--- src/rtl/rfwd_pkg.sv ---
package rfwd_pkg;

   localparam int SOURCES = 15;
   localparam int WORD_BYTES = 6;
   localparam int CHIPS_PER_SOURCE_DEF = 32;
   localparam int HEADER_BYTES_DEF = 16;
   localparam int TIME_W = 42;
   localparam int CHIP_W = 5;

   localparam logic [15:0] MAX_HITS_RESET = 16'd1024;
   localparam logic [15:0] MIN_FRAME_BYTES = 16'd4;
   localparam logic [31:0] END_PATTERN = 32'hfafafafa;
   localparam logic [31:0] SIG_MASK = 32'hffffff00;
   localparam logic [31:0] SIG_VALUE = 32'h564d3300;

   localparam logic [1:0] KIND_HEADER = 2'd0;
   localparam logic [1:0] KIND_HIT = 2'd1;
   localparam logic [1:0] KIND_MARKER = 2'd2;
   localparam logic [1:0] KIND_DROP = 2'd3;

   localparam logic [2:0] STATUS_OK = 3'd0;
   localparam logic [2:0] STATUS_END = 3'd1;
   localparam logic [2:0] STATUS_UNDERSIZE = 3'd2;
   localparam logic [2:0] STATUS_UNKNOWN_ID = 3'd3;
   localparam logic [2:0] STATUS_BAD_FE = 3'd4;
   localparam logic [2:0] STATUS_BAD_LENGTH = 3'd5;

   typedef struct packed {
      logic [1:0]        kind;
      logic [2:0]        status;
      logic              seq_err;
      logic [CHIP_W-1:0] chip;
      logic              slot_ok;
   } frame_dec_type;

   function automatic logic [11:0] gray_to_bin(input logic [11:0] g);
      logic [11:0] b;
      b[11] = g[11];
      for (int i = 10; i >= 0; i--) begin
         b[i] = b[i+1] ^ g[i];
      end
      return b;
   endfunction

   // Four is one modulo three, so the base-four digits sum to the same residue.
   function automatic logic mod3_zero(input logic [15:0] x);
      logic [4:0] s;
      s = '0;
      for (int i = 0; i < 8; i++) begin
         s = s + {3'b000, x[2*i +: 2]};
      end
      return s inside {5'd0, 5'd3, 5'd6, 5'd9, 5'd12, 5'd15, 5'd18, 5'd21, 5'd24};
   endfunction

endpackage

--- src/rtl/rfwd_frame.sv ---
module rfwd_frame
   import rfwd_pkg::*;
#(
   parameter int CHIPS_PER_SOURCE = CHIPS_PER_SOURCE_DEF,
   parameter int HEADER_BYTES = HEADER_BYTES_DEF,
   parameter int ADDR_W = 9
) (
   input  logic              clock,
   input  logic              reset,
   input  logic              accept,
   input  logic              req_type,
   input  logic [31:0]       frame_counter,
   input  logic [31:0]       data_id,
   input  logic [15:0]       frame_bytes,
   input  logic [31:0]       word_high,
   input  logic [15:0]       word_low,
   input  logic [15:0]       max_hits,
   output frame_dec_type     dec,
   output logic [ADDR_W-1:0] slot
);

   localparam logic [15:0] MIN_BYTES = 16'(HEADER_BYTES + WORD_BYTES);
   localparam logic [15:0] HDR_BYTES = 16'(HEADER_BYTES);
   localparam logic [5:0] CHIP_LIMIT = 6'(CHIPS_PER_SOURCE);
   localparam logic [ADDR_W-1:0] CHIP_STRIDE = ADDR_W'(CHIPS_PER_SOURCE);

   logic [31:0] expected_ff, expected_in;
   logic [3:0]  source_ff, source_in;
   logic        open_ff, open_in;
   logic [15:0] hits_ff, hits_in;

   logic [31:0]       exp_next;
   logic [2:0]        status;
   logic              seq_err;
   logic [15:0]       payload_bytes;
   logic              len_ok;
   logic              in_frame;
   logic [CHIP_W-1:0] chip;

   assign payload_bytes = frame_bytes - HDR_BYTES;
   assign len_ok = !payload_bytes[0] && mod3_zero(payload_bytes);

   always_comb begin
      seq_err = 1'b0;
      exp_next = expected_ff;
      if (frame_bytes < MIN_FRAME_BYTES) begin
         status = STATUS_UNDERSIZE;
      end else if (frame_counter == END_PATTERN) begin
         status = STATUS_END;
      end else begin
         seq_err = frame_counter != expected_ff;
         exp_next = frame_counter + 32'd1;
         if (frame_bytes < MIN_BYTES) begin
            status = STATUS_UNDERSIZE;
         end else if ((data_id & SIG_MASK) != SIG_VALUE) begin
            status = STATUS_UNKNOWN_ID;
         end else if (data_id[7:4] == 4'd0) begin
            status = STATUS_BAD_FE;
         end else if (!len_ok) begin
            status = STATUS_BAD_LENGTH;
         end else begin
            status = STATUS_OK;
         end
      end
   end

   assign in_frame = open_ff && (hits_ff < max_hits);
   assign chip = word_low[15] ? word_high[26:22] : word_low[14:10];

   always_comb begin
      dec.status = status;
      dec.seq_err = seq_err;
      dec.chip = chip;
      dec.slot_ok = (source_ff != 4'd0) && ({1'b0, chip} < CHIP_LIMIT);
      if (!req_type) begin
         dec.kind = KIND_HEADER;
      end else if (!in_frame) begin
         dec.kind = KIND_DROP;
      end else if (word_low[15]) begin
         dec.kind = KIND_HIT;
      end else begin
         dec.kind = KIND_MARKER;
      end
   end

   assign slot = ADDR_W'((ADDR_W'(source_ff) - ADDR_W'(1)) * CHIP_STRIDE) + ADDR_W'(chip);

   always_comb begin
      expected_in = expected_ff;
      source_in = source_ff;
      open_in = open_ff;
      hits_in = hits_ff;
      if (accept) begin
         case (dec.kind)
            KIND_HEADER: begin
               expected_in = exp_next;
               open_in = status == STATUS_OK;
               hits_in = '0;
               if (status == STATUS_OK) begin
                  source_in = data_id[7:4];
               end
            end
            KIND_HIT: begin
               hits_in = hits_ff + 16'd1;
            end
            default: begin
            end
         endcase
      end
   end

   always_ff @(posedge clock) begin
      if (reset) begin
         expected_ff <= '0;
         source_ff <= '0;
         open_ff <= 1'b0;
         hits_ff <= '0;
      end else begin
         expected_ff <= expected_in;
         source_ff <= source_in;
         open_ff <= open_in;
         hits_ff <= hits_in;
      end
   end

endmodule

--- config.mk ---
export PLATFORM = sky130hd
export DESIGN_NAME = rfwd_frame
export DESIGN_NICKNAME = d
export VERILOG_FILES = /design/src/rtl/rfwd_pkg.sv /design/src/rtl/rfwd_frame.sv
export SDC_FILE = /design/constraint.sdc
export NUM_CORES = 1
export LEC_CHECK = 0
export BUFFER_PORTS_ARGS = -buffer_cell sky130_fd_sc_hd__buf_2
export CORE_MARGIN = 2
export CORE_UTILIZATION = 35
export DETAILED_ROUTE_END_ITERATION = 8
export HOLD_SLACK_MARGIN = 0.05
export PLACE_DENSITY = 0.57
export SLEW_MARGIN = 15
export SYNTH_ARGS = -nofsm -noshare
export SYNTH_HDL_FRONTEND = slang
export SYNTH_SLANG_ARGS = --single-unit
--- constraint.sdc ---
create_clock -name clock -period 18 [get_ports clock]
set_clock_uncertainty 0.15 [all_clocks]
set_input_delay 0.9 -clock clock [delete_from_list [all_inputs] [get_ports clock]]
set_output_delay 0.9 -clock clock [all_outputs]
set_load 0.005 [all_outputs]
==> results.md, run 1 <==
| Stage | Metric | Value |
|:---|:---|:---|
| finish | Layout cell share with drive strength beyond 1 | 23.6% |
| sta | Relative max-transition margin | 24.9% |
| place | DP Wirelength | 9350 um |
| route | Final antenna-violating net count | 0 |
| critical path | Count of cells along the worst register-to-register path | 7 |
| power and ir drop | Leak | 2.26 nW |
| sta | Post-layout min period | 7.56 ns |
| critical path | Max stage delay on crit path | 0.62 ns |
| finish | Combined area of the multi-input logic cells | 3300 um2 |
| critical path | Worst Path Arrival | 6.51 ns |
| sta | Worst-margin pin slew | 1.12 ns |
| status | Result of the run | complete, no violations |
| critical path | Worst reg2reg path endpoint | hits_ff[7]$_SDFFE_PP0P_ |
| clocking | Clock-pin transition on the worst setup and hold timing paths | 0.07 ns |
| sta | Setup Total Neg Slack | 0 ns |
| clocking | Max Root-Sink Buffers | 2 |
| route | Pre-antenna DRT Iters | 4 |
| die | Die Outline Area | 14300 um2 |
| clocking | TritonCTS clock tree | built |
| sta | Share of the clock period used by the worst path | 42.0% |
| finish | Filler Cells Inserted | 1340 |
| grt | Pin count of the biggest net entering global routing | 65 |
| synthesis | Synthesized area | 4670 um2 |
| finish | End-of-flow core utilization | 42.4% |
| critical path | Req. time, crit path | 16.95 ns |
| critical path | Kind of critical path | in -> out |
| route | Routed length on met1 | 5350 um |
| grt | Number of antenna violations at the first check in global routing | 0 |
| clocking | CTS buffer count | 5 |
| route | Post-DR wirelength/cell | 13.9 um |
| sta | Max Slew Vio Count | 0 |
| place | Pre-CTS setup slack | 10.45 ns |
| power and ir drop | Worst IR Drop VDD | 0.0374 mV |
| route | Via Count | 4334 |
| critical path | Highest net fanout along the worst path | 7 |
| hold path | Worst hold path class | reg -> reg |
| sta | Setup-violating endpoint count in the final report | 0 |
| die | Chip Width | 120 um |
| grt | First-pass GRT wire length | 19700 um |
| synthesis | Number of synthesized flops with an enable pin | 0 |
| grt | Overall overflow remaining after global route | 0 |
| critical path | Beginning of the critical path | frame_bytes[6] |
| clocking | Master cell of the clock root buffer | clkbuf_16 |
| clocking | Count of hold-fix buffers inserted at cts | 0 |
| critical path | Critical path capture point | dec[9] |
| clocking | Clock Latency Late Sink | 0.30 ns |
| critical path | Crit-path cells | buf_2 > nor2_1 > or4b_1 > nor3_1 > nand2_1 > xor2_1 > fa_1 > fa_1 > fa_1 > inv_1 > fa_1 > ha_1 > fa_1 > xnor2_1 > a21o_1 > a311o_1 > nand3_1 > nor3b_1 > buf_2 |
| synthesis | Number of different library cells in the post-synthesis netlist | 67 |
| power and ir drop | Pwr dens | 76.0 nW/um2 |
| clocking | Setup bufs post-CTS | 0 |
| die | Vertical die dimension | 120 um |
| finish | Storage element area | 1060 um2 |
| sta | Hold violation total from the final report | 0 |
| clocking | H-tree level count | 2 |
| critical path | Crit start category | input pin |
| synthesis | Mean Syn Cell Area | 8.27 um2 |
| route | Highest routing layer actually used | met4 |
| route | Metal3 WL | 584 um |
| die | Initial core utilization | 35.6% |
| critical path | Setup slack of the worst register-to-register path | 15.18 ns |
| die | Number of I/O pins | 169 |
| sta | Unrepaired setup endpoints after global routing | no |
| clocking | Total number of clock tree sinks | 53 |
| route | Met2 wire length | 5590 um |
| synthesis | Dominant register cell in the synthesized netlist | dfxtp_1 |
| route | Total length of routed wires | 11800 um |
| die | Core footprint | 13100 um2 |
| clocking | Number of resized instances in the post-cts repair step | 0 |
| sta | Highest attainable clock frequency | 132 MHz |
| sta | Final worst slack | 10.44 ns |
| grt | Global router's overall resource usage | 16.8% |
| finish | Count of inserted antenna diode cells | 0 |
| synthesis | Yosys warns | 0 |
| run | Number of maximum-capacitance violations | 0 |
| route | Number of remaining DRC errors | 0 |
| critical path | Max stage delay cell, worst path | fa_1 |
| synthesis | Net Count, Synth | 751 |
| finish | Growth of design area from synthesis to finish | 19.3% |
| synthesis | Asr flop ratio synth | 0% |
| place | Port Buffer Count | 127 |
| route | Drt via density | 5.09 |
| finish | Net count of the finished layout | 860 |
| synthesis | Count of state elements after synthesis | 53 |
| place | Final weighted congestion in routability-driven placement | 0.818 |
| critical path | Most common cell on crit path | fa_1 |
| grt | Vias in the first global route | 4212 |
| synthesis | Post-Syn Instances | 565 |
| die | Number of placement rows | 42 |
| critical path | Launching point of the worst reg2reg path | hits_ff[2]$_SDFFE_PP0P_ |
| synthesis | Share of the yosys chip area belonging to registers | 22.7% |
| route | Number of DRC markers after the initial detailed-route iteration | 171 |
| critical path | Element type at the critical path end | output pin |
worst min-delay path by stage:
stage | from | to | slack [ns] | cells past startpoint
after floorplan | open_ff$_SDFFE_PP0P_ | open_ff$_SDFFE_PP0P_ | 0.28 | 2
after global placement | hits_ff[15]$_SDFFE_PP0P_ | hits_ff[15]$_SDFFE_PP0P_ | 0.31 | 2
after detailed placement | source_ff[1]$_SDFFE_PP0P_ | source_ff[1]$_SDFFE_PP0P_ | 0.33 | 2
after CTS | source_ff[1]$_SDFFE_PP0P_ | source_ff[1]$_SDFFE_PP0P_ | 0.34 | 2
after global routing | hits_ff[5]$_SDFFE_PP0P_ | hits_ff[5]$_SDFFE_PP0P_ | 0.36 | 2
final | hits_ff[5]$_SDFFE_PP0P_ | hits_ff[5]$_SDFFE_PP0P_ | 0.34 | 2
sequential cells by signal (all words and copies together), names as in the netlist:
signal       cells
expected_ff     32
source_ff        4
hits_ff         16
open_ff          1
synth_stat cells, types with 7 or more instances:
cell       n  share of area, %
nor2_1    53               4.3
inv_1     41               3.3
nand3_1   21               2.3
nor3_1    11               1.2
dfxtp_1   53                23
a21oi_1   16               1.7
and3_1    10               1.3
xnor2_1   54                10
xor2_1    20               3.8
nand2b_1  14               1.9
ha_1      27               7.2
o21ai_0    7              0.75
a211oi_1  32               5.1
fa_1      11               4.7
nand2_1   44               3.5
clkbuf_1  12              0.96
mux2i_1   17               3.6
nand4_1   27               3.6
worst max-delay path, delay by kind of cell:
family,cells,cell delay [ns]
fa+ha+maj,6,2.83
simple gates,6,1.61
compound gates,2,0.56
buf+inv,3,0.35
xor+xnor,2,0.27
through the flow:
| step | instances | hold WS [ns] | cell area (um2) | total power (W) |
|---|---|---|---|---|
| global placement | 843 | 0.314 | 5380 | 0.000287 |
| CTS | 851 | 0.340 | 5570 | 0.000428 |
| global route | 851 | 0.360 | 5570 | 0.000453 |
| finish | 851 | 0.341 | 5570 | 0.000423 |
| floorplan | 565 | 0.277 | 4670 | 0.000254 |
| detailed placement | 843 | 0.326 | 5380 | 0.000298 |
cell type report:
class,instances,area share [%]
multi-input combinational,444,59.2
sequential,53,19.0
timing repair buffer,128,11.5
tap,176,3.95
inverter,42,2.83
clock buffer,5,2.24
clock inverter,3,1.23
report_power, final:
part	internal (W)	switching (W)
registers	0.000122	0.00000318
logic	0.0000795	0.0000910
clock network	0.0000803	0.0000474
cells by family (layout without fill, tap and decap cells):
kind of cell    Yosys count  count (layout)  share of synthesized area, %
buf+inv                  68             178                          6.67
simple gates            232             232                          28.1
compound gates           78              78                          11.9
xor+xnor                 74              74                          13.9
mux                      22              22                          4.85
fa+ha+maj                38              38                          11.9
flops                    53              53                          22.7
per-layer routing:
| layer | up-vias | global-route usage (%) |
|---|---|---|
| met3 | 22 | 2.95 |
| met4 | 0 | 5.44 |
| li1 | 2198 | - |
| met2 | 136 | 28.9 |
| met5 | - | 0 |
| met1 | 1978 | 21.2 |
placed cells by master (no fill, tap or decap), types with 4 or more instances in the layout:
cell type	count
mux2i_1	17
clkbuf_16	5
a211oi_1	32
nor2b_1	6
nand2_1	44
nand2b_1	14
a211oi_2	4
xor2_1	20
o21ai_0	7
inv_1	41
mux2_2	5
dfxtp_1	53
ha_1	27
and3_1	10
nor3_1	11
buf_2	127
a21oi_1	16
and2_1	5
fa_1	11
nor2_1	53
nor4_1	5
nand4_1	27
or3_1	4
nand3_1	21
xnor2_1	54
(Power assumes the default switching activity.)
==> run 2, diff against run 1 <==
Settings changed: PLACE_DENSITY 0.57 to 0.59.
Clock period 18 ns to 6.6 ns, I/O delays scaled along.
==> results.md, run 2 (synthesis gave the netlist of run 1 again) <==
| Stage | Metric | Value | Change |
|:---|:---|:---|:---|
| status | Result of the run | complete, no violations |  |
| critical path | Setup slack of the worst register-to-register path | 3.93 ns | -11.25 ns |
| die | Number of I/O pins | 169 | unchanged |
| place | DP Wirelength | 9360 um | about the same |
| critical path | Most common cell on crit path | fa_1 |  |
| sta | Post-layout min period | 6.27 ns |  |
| critical path | Cell family with the largest share of critical-path delay | adder cells |  |
| die | Chip Width | 120 um | unchanged |
| place | Placed inst area | 5390 um2 | +0.14% |
| place | Port Buffer Count | 127 | unchanged |
| finish | Layout cell share with drive strength beyond 1 | 24.1% | +0.52 points |
| clocking | Clock Latency Late Sink | 0.29 ns | about the same |
| clocking | H-tree level count | 2 | unchanged |
| die | Number of placement rows | 42 | unchanged |
| critical path | Max stage delay cell, worst path | fa_2 |  |
| sta | Relative max-transition margin | 44.9% | +20 points |
| power and ir drop | Combinational cell fraction of total power | 43.3% | +3.0 points |
| finish | Most frequent standard cell in the layout excluding fill and tap cells | buf_2 |  |
| critical path | Element type at the critical path end | output pin |  |
| finish | Count of inserted antenna diode cells | 0 | unchanged |
| finish | Combined area of the multi-input logic cells | 3310 um2 | +0.23% |
| power and ir drop | Net switching power | 0.000382 W | +170% |
| finish | End-of-flow core utilization | 42.3% | -0.14 points |
| sta | Hold violation total from the final report | 0 | unchanged |
| critical path | Max stage delay on crit path | 0.62 ns | about the same |
| route | Drt via density | 5.06 | -0.60% |
| hold path | WHS Path Cells | 3 | +1 |
| critical path | Beginning of the critical path | frame_bytes[6] |  |
| finish | Max FFs per register | 32 | unchanged |
| critical path | Crit-path cells | buf_2 > nor2_1 > or4b_1 > nor3_2 > nand2_1 > xor2_1 > fa_1 > fa_1 > fa_1 > inv_1 > fa_1 > ha_1 > fa_2 > xnor2_1 > a21o_1 > a311o_1 > a31oi_1 > nor3_1 > nor3_1 > buf_2 |  |
| die | Vertical die dimension | 120 um | unchanged |
| power and ir drop | Power Internal | 0.000707 W | +150% |
| grt | Global router's overall resource usage | 16.1% | -0.65 points |
| clocking | Total number of clock tree sinks | 53 | unchanged |
| grt | First-pass GRT wire length | 19000 um | -3.3% |
| sta | Setup Total Neg Slack | 0 ns | unchanged |
| grt | Overall overflow remaining after global route | 0 | unchanged |
| finish | Register bank with the most flops | expected_ff |  |
| critical path | Buffers plus inverters on the worst setup path | 3 | unchanged |
| power and ir drop | Leak | 2.25 nW | -0.39% |
| finish | Filler Cells Inserted | 1340 | unchanged |
| power and ir drop | Pwr dens | 196 nW/um2 | +160% |
| power and ir drop | Switching share of power | 35.1% | +1.6 points |
| clocking | Max Root-Sink Buffers | 2 | unchanged |
| die | Initial core utilization | 35.6% | unchanged |
| sta | Max Slew Vio Count | 0 | unchanged |
| clocking | CTS buffer count | 5 | unchanged |
| finish | Net count of the finished layout | 862 | +0.23% |
| route | Number of remaining DRC errors | 0 | unchanged |
| critical path | Worst Path Arrival | 5.79 ns | -0.72 ns |
| sta | Highest attainable clock frequency | 160 MHz |  |
| critical path | Worst reg2reg path endpoint | hits_ff[15]$_SDFFE_PP0P_ |  |
| critical path | Count of cells along the worst register-to-register path | 8 | +1 |
| route | Via Count | 4318 | -0.37% |
| grt | Number of antenna violations at the first check in global routing | 0 | unchanged |
| place | Final weighted congestion in routability-driven placement | 0.825 | +0.92% |
| clocking | TritonCTS clock tree | built |  |
| hold path | WHS Endpoint | source_ff[3]$_SDFFE_PP0P_ |  |
| clocking | Count of hold-fix buffers inserted at cts | 0 | unchanged |
| route | Final antenna-violating net count | 0 | unchanged |
| sta | Worst hold margin | 0.150 ns | -0.191 ns |
| run | Number of maximum-capacitance violations | 0 | unchanged |
| power and ir drop | Share of total power in the clock network | 25.4% | -4.8 points |
| power and ir drop | Worst IR Drop VDD | 0.0942 mV | +150% |
| critical path | Highest net fanout along the worst path | 7 | unchanged |
| critical path | Launching point of the worst reg2reg path | hits_ff[2]$_SDFFE_PP0P_ |  |
| finish | Growth of design area from synthesis to finish | 18.9% |  |
| clocking | Clock-pin transition on the worst setup and hold timing paths | 0.06 ns | about the same |
| hold path | Worst Hold Launch | data_id[7] |  |
| sta | Share of the clock period used by the worst path | 94.9% |  |
| die | Core footprint | 13100 um2 | unchanged |
| finish | Commonest cells after routing, fill and taps aside | 127 x buf_2, 54 x xnor2_1, 53 x nor2_1, 53 x dfxtp_1, 44 x nand2_1 |  |
| route | Post-DR wirelength/cell | 13.7 um | -1.2% |
| critical path | Kind of critical path | in -> out |  |
| critical path | Req. time, crit path | 6.12 ns | -10.83 ns |
| sta | Setup-violating endpoint count in the final report | 0 | unchanged |
| route | Number of DRC markers after the initial detailed-route iteration | 204 | +19% |
| route | Total length of routed wires | 11700 um | -0.92% |
| finish | Final cell area excluding filler cells | 5560 um2 | -0.34% |
| die | Die Outline Area | 14300 um2 | unchanged |
| clocking | Setup bufs post-CTS | 0 | unchanged |
| hold path | Worst hold path class | in -> reg |  |
| power and ir drop | Share of power burned in registers | 31.4% | +1.8 points |
| route | Pre-antenna DRT Iters | 4 | unchanged |
| finish | Storage element area | 1060 um2 | unchanged |
| sta | Unrepaired setup endpoints after global routing | no |  |
| sta | Worst-margin pin slew | 0.827 ns | -0.295 ns |
| grt | Vias in the first global route | 4129 | -2.0% |
| clocking | Master cell of the clock root buffer | clkbuf_16 |  |
| grt | Pin count of the biggest net entering global routing | 65 | unchanged |
| finish | Biggest registers after layout | expected_ff: 32 flops, hits_ff: 16 flops, source_ff: 4 flops |  |
| critical path | Crit start category | input pin |  |
[run 2: cell types whose count changed in the layout (fill, tap and decap cells not counted)]
cell / change
buf_4: +2
inv_6: -1
clkinv_2: +1
nor3_2: +1
fa_1: -1
fa_2: +1
nor3_1: -1
clkinv_4: +1
clkbuf_8: +1
bufinv_16: -2
[run 2: worst max path at each step]
stage	to	depth (start not counted)
after floorplan	open_ff$_SDFFE_PP0P_	18
final	dec[7]	20
after global placement	dec[7]	20
after CTS	dec[7]	20
after detailed placement	dec[7]	20
after global routing	dec[7]	20
[run 2: timing repair]
item	in CTS	in global routing
endpoints found under the setup margin	0	2
resized for setup	0	2
endpoints found under the hold margin	0	0
[run 2: through the flow]
stage / cells / total power [W] / setup slack, ns
final: 853 / 0.00109 / 0.334
after global routing: 853 / 0.00117 / 0.00616
after CTS: 852 / 0.00109 / 0.123
after detailed placement: 844 / 0.000815 / 0.131
after global placement: 844 / 0.000783 / 0.282
after floorplan: 565 / 0.000692 / 0.797
[run 2: worst reg2reg max path, stage by stage, from the launching register on]
cell and delay [ns]:
dfxtp_1 0.40, ha_1 0.27, a211oi_1 0.20, o21ai_0 0.13, a211oi_1 0.43, o211ai_1 0.36
buf_4 0.29, a21oi_1 0.18, mux2i_1 0.19
[run 2: power groups by stage]
stage | registers (W) | clock network [W] | logic (W)
2_1_floorplan | 0.000347 | 0 | 0.000345
3_3_place_gp | 0.000348 | 0 | 0.000435
3_5_place_dp | 0.000349 | 0 | 0.000466
4_1_cts | 0.000341 | 0.000282 | 0.000468
5_1_grt | 0.000343 | 0.000298 | 0.000526
6_report | 0.000341 | 0.000276 | 0.000471
[run 2: final cells by class]
class	instances	share of cell area, %
multi-input cells	444	59.5
flip-flops and latches	53	19.1
repair buffers	130	11.8
well taps	176	3.96
inverters	42	2.84
clock buffers	6	2.50
clock inverters	2	0.248
[run 2: per-layer routing]
| layer | vias to the layer above | wire length, um | global-route usage, % |
|---|---|---|---|
| li1 | 2193 | - | - |
| met1 | 2004 | 5280 | 20.5 |
| met2 | 113 | 5750 | 29.0 |
| met3 | 8 | 564 | 2.57 |
| met4 | 0 | 100 | 3.09 |
| met5 | - | 0 | 0 |
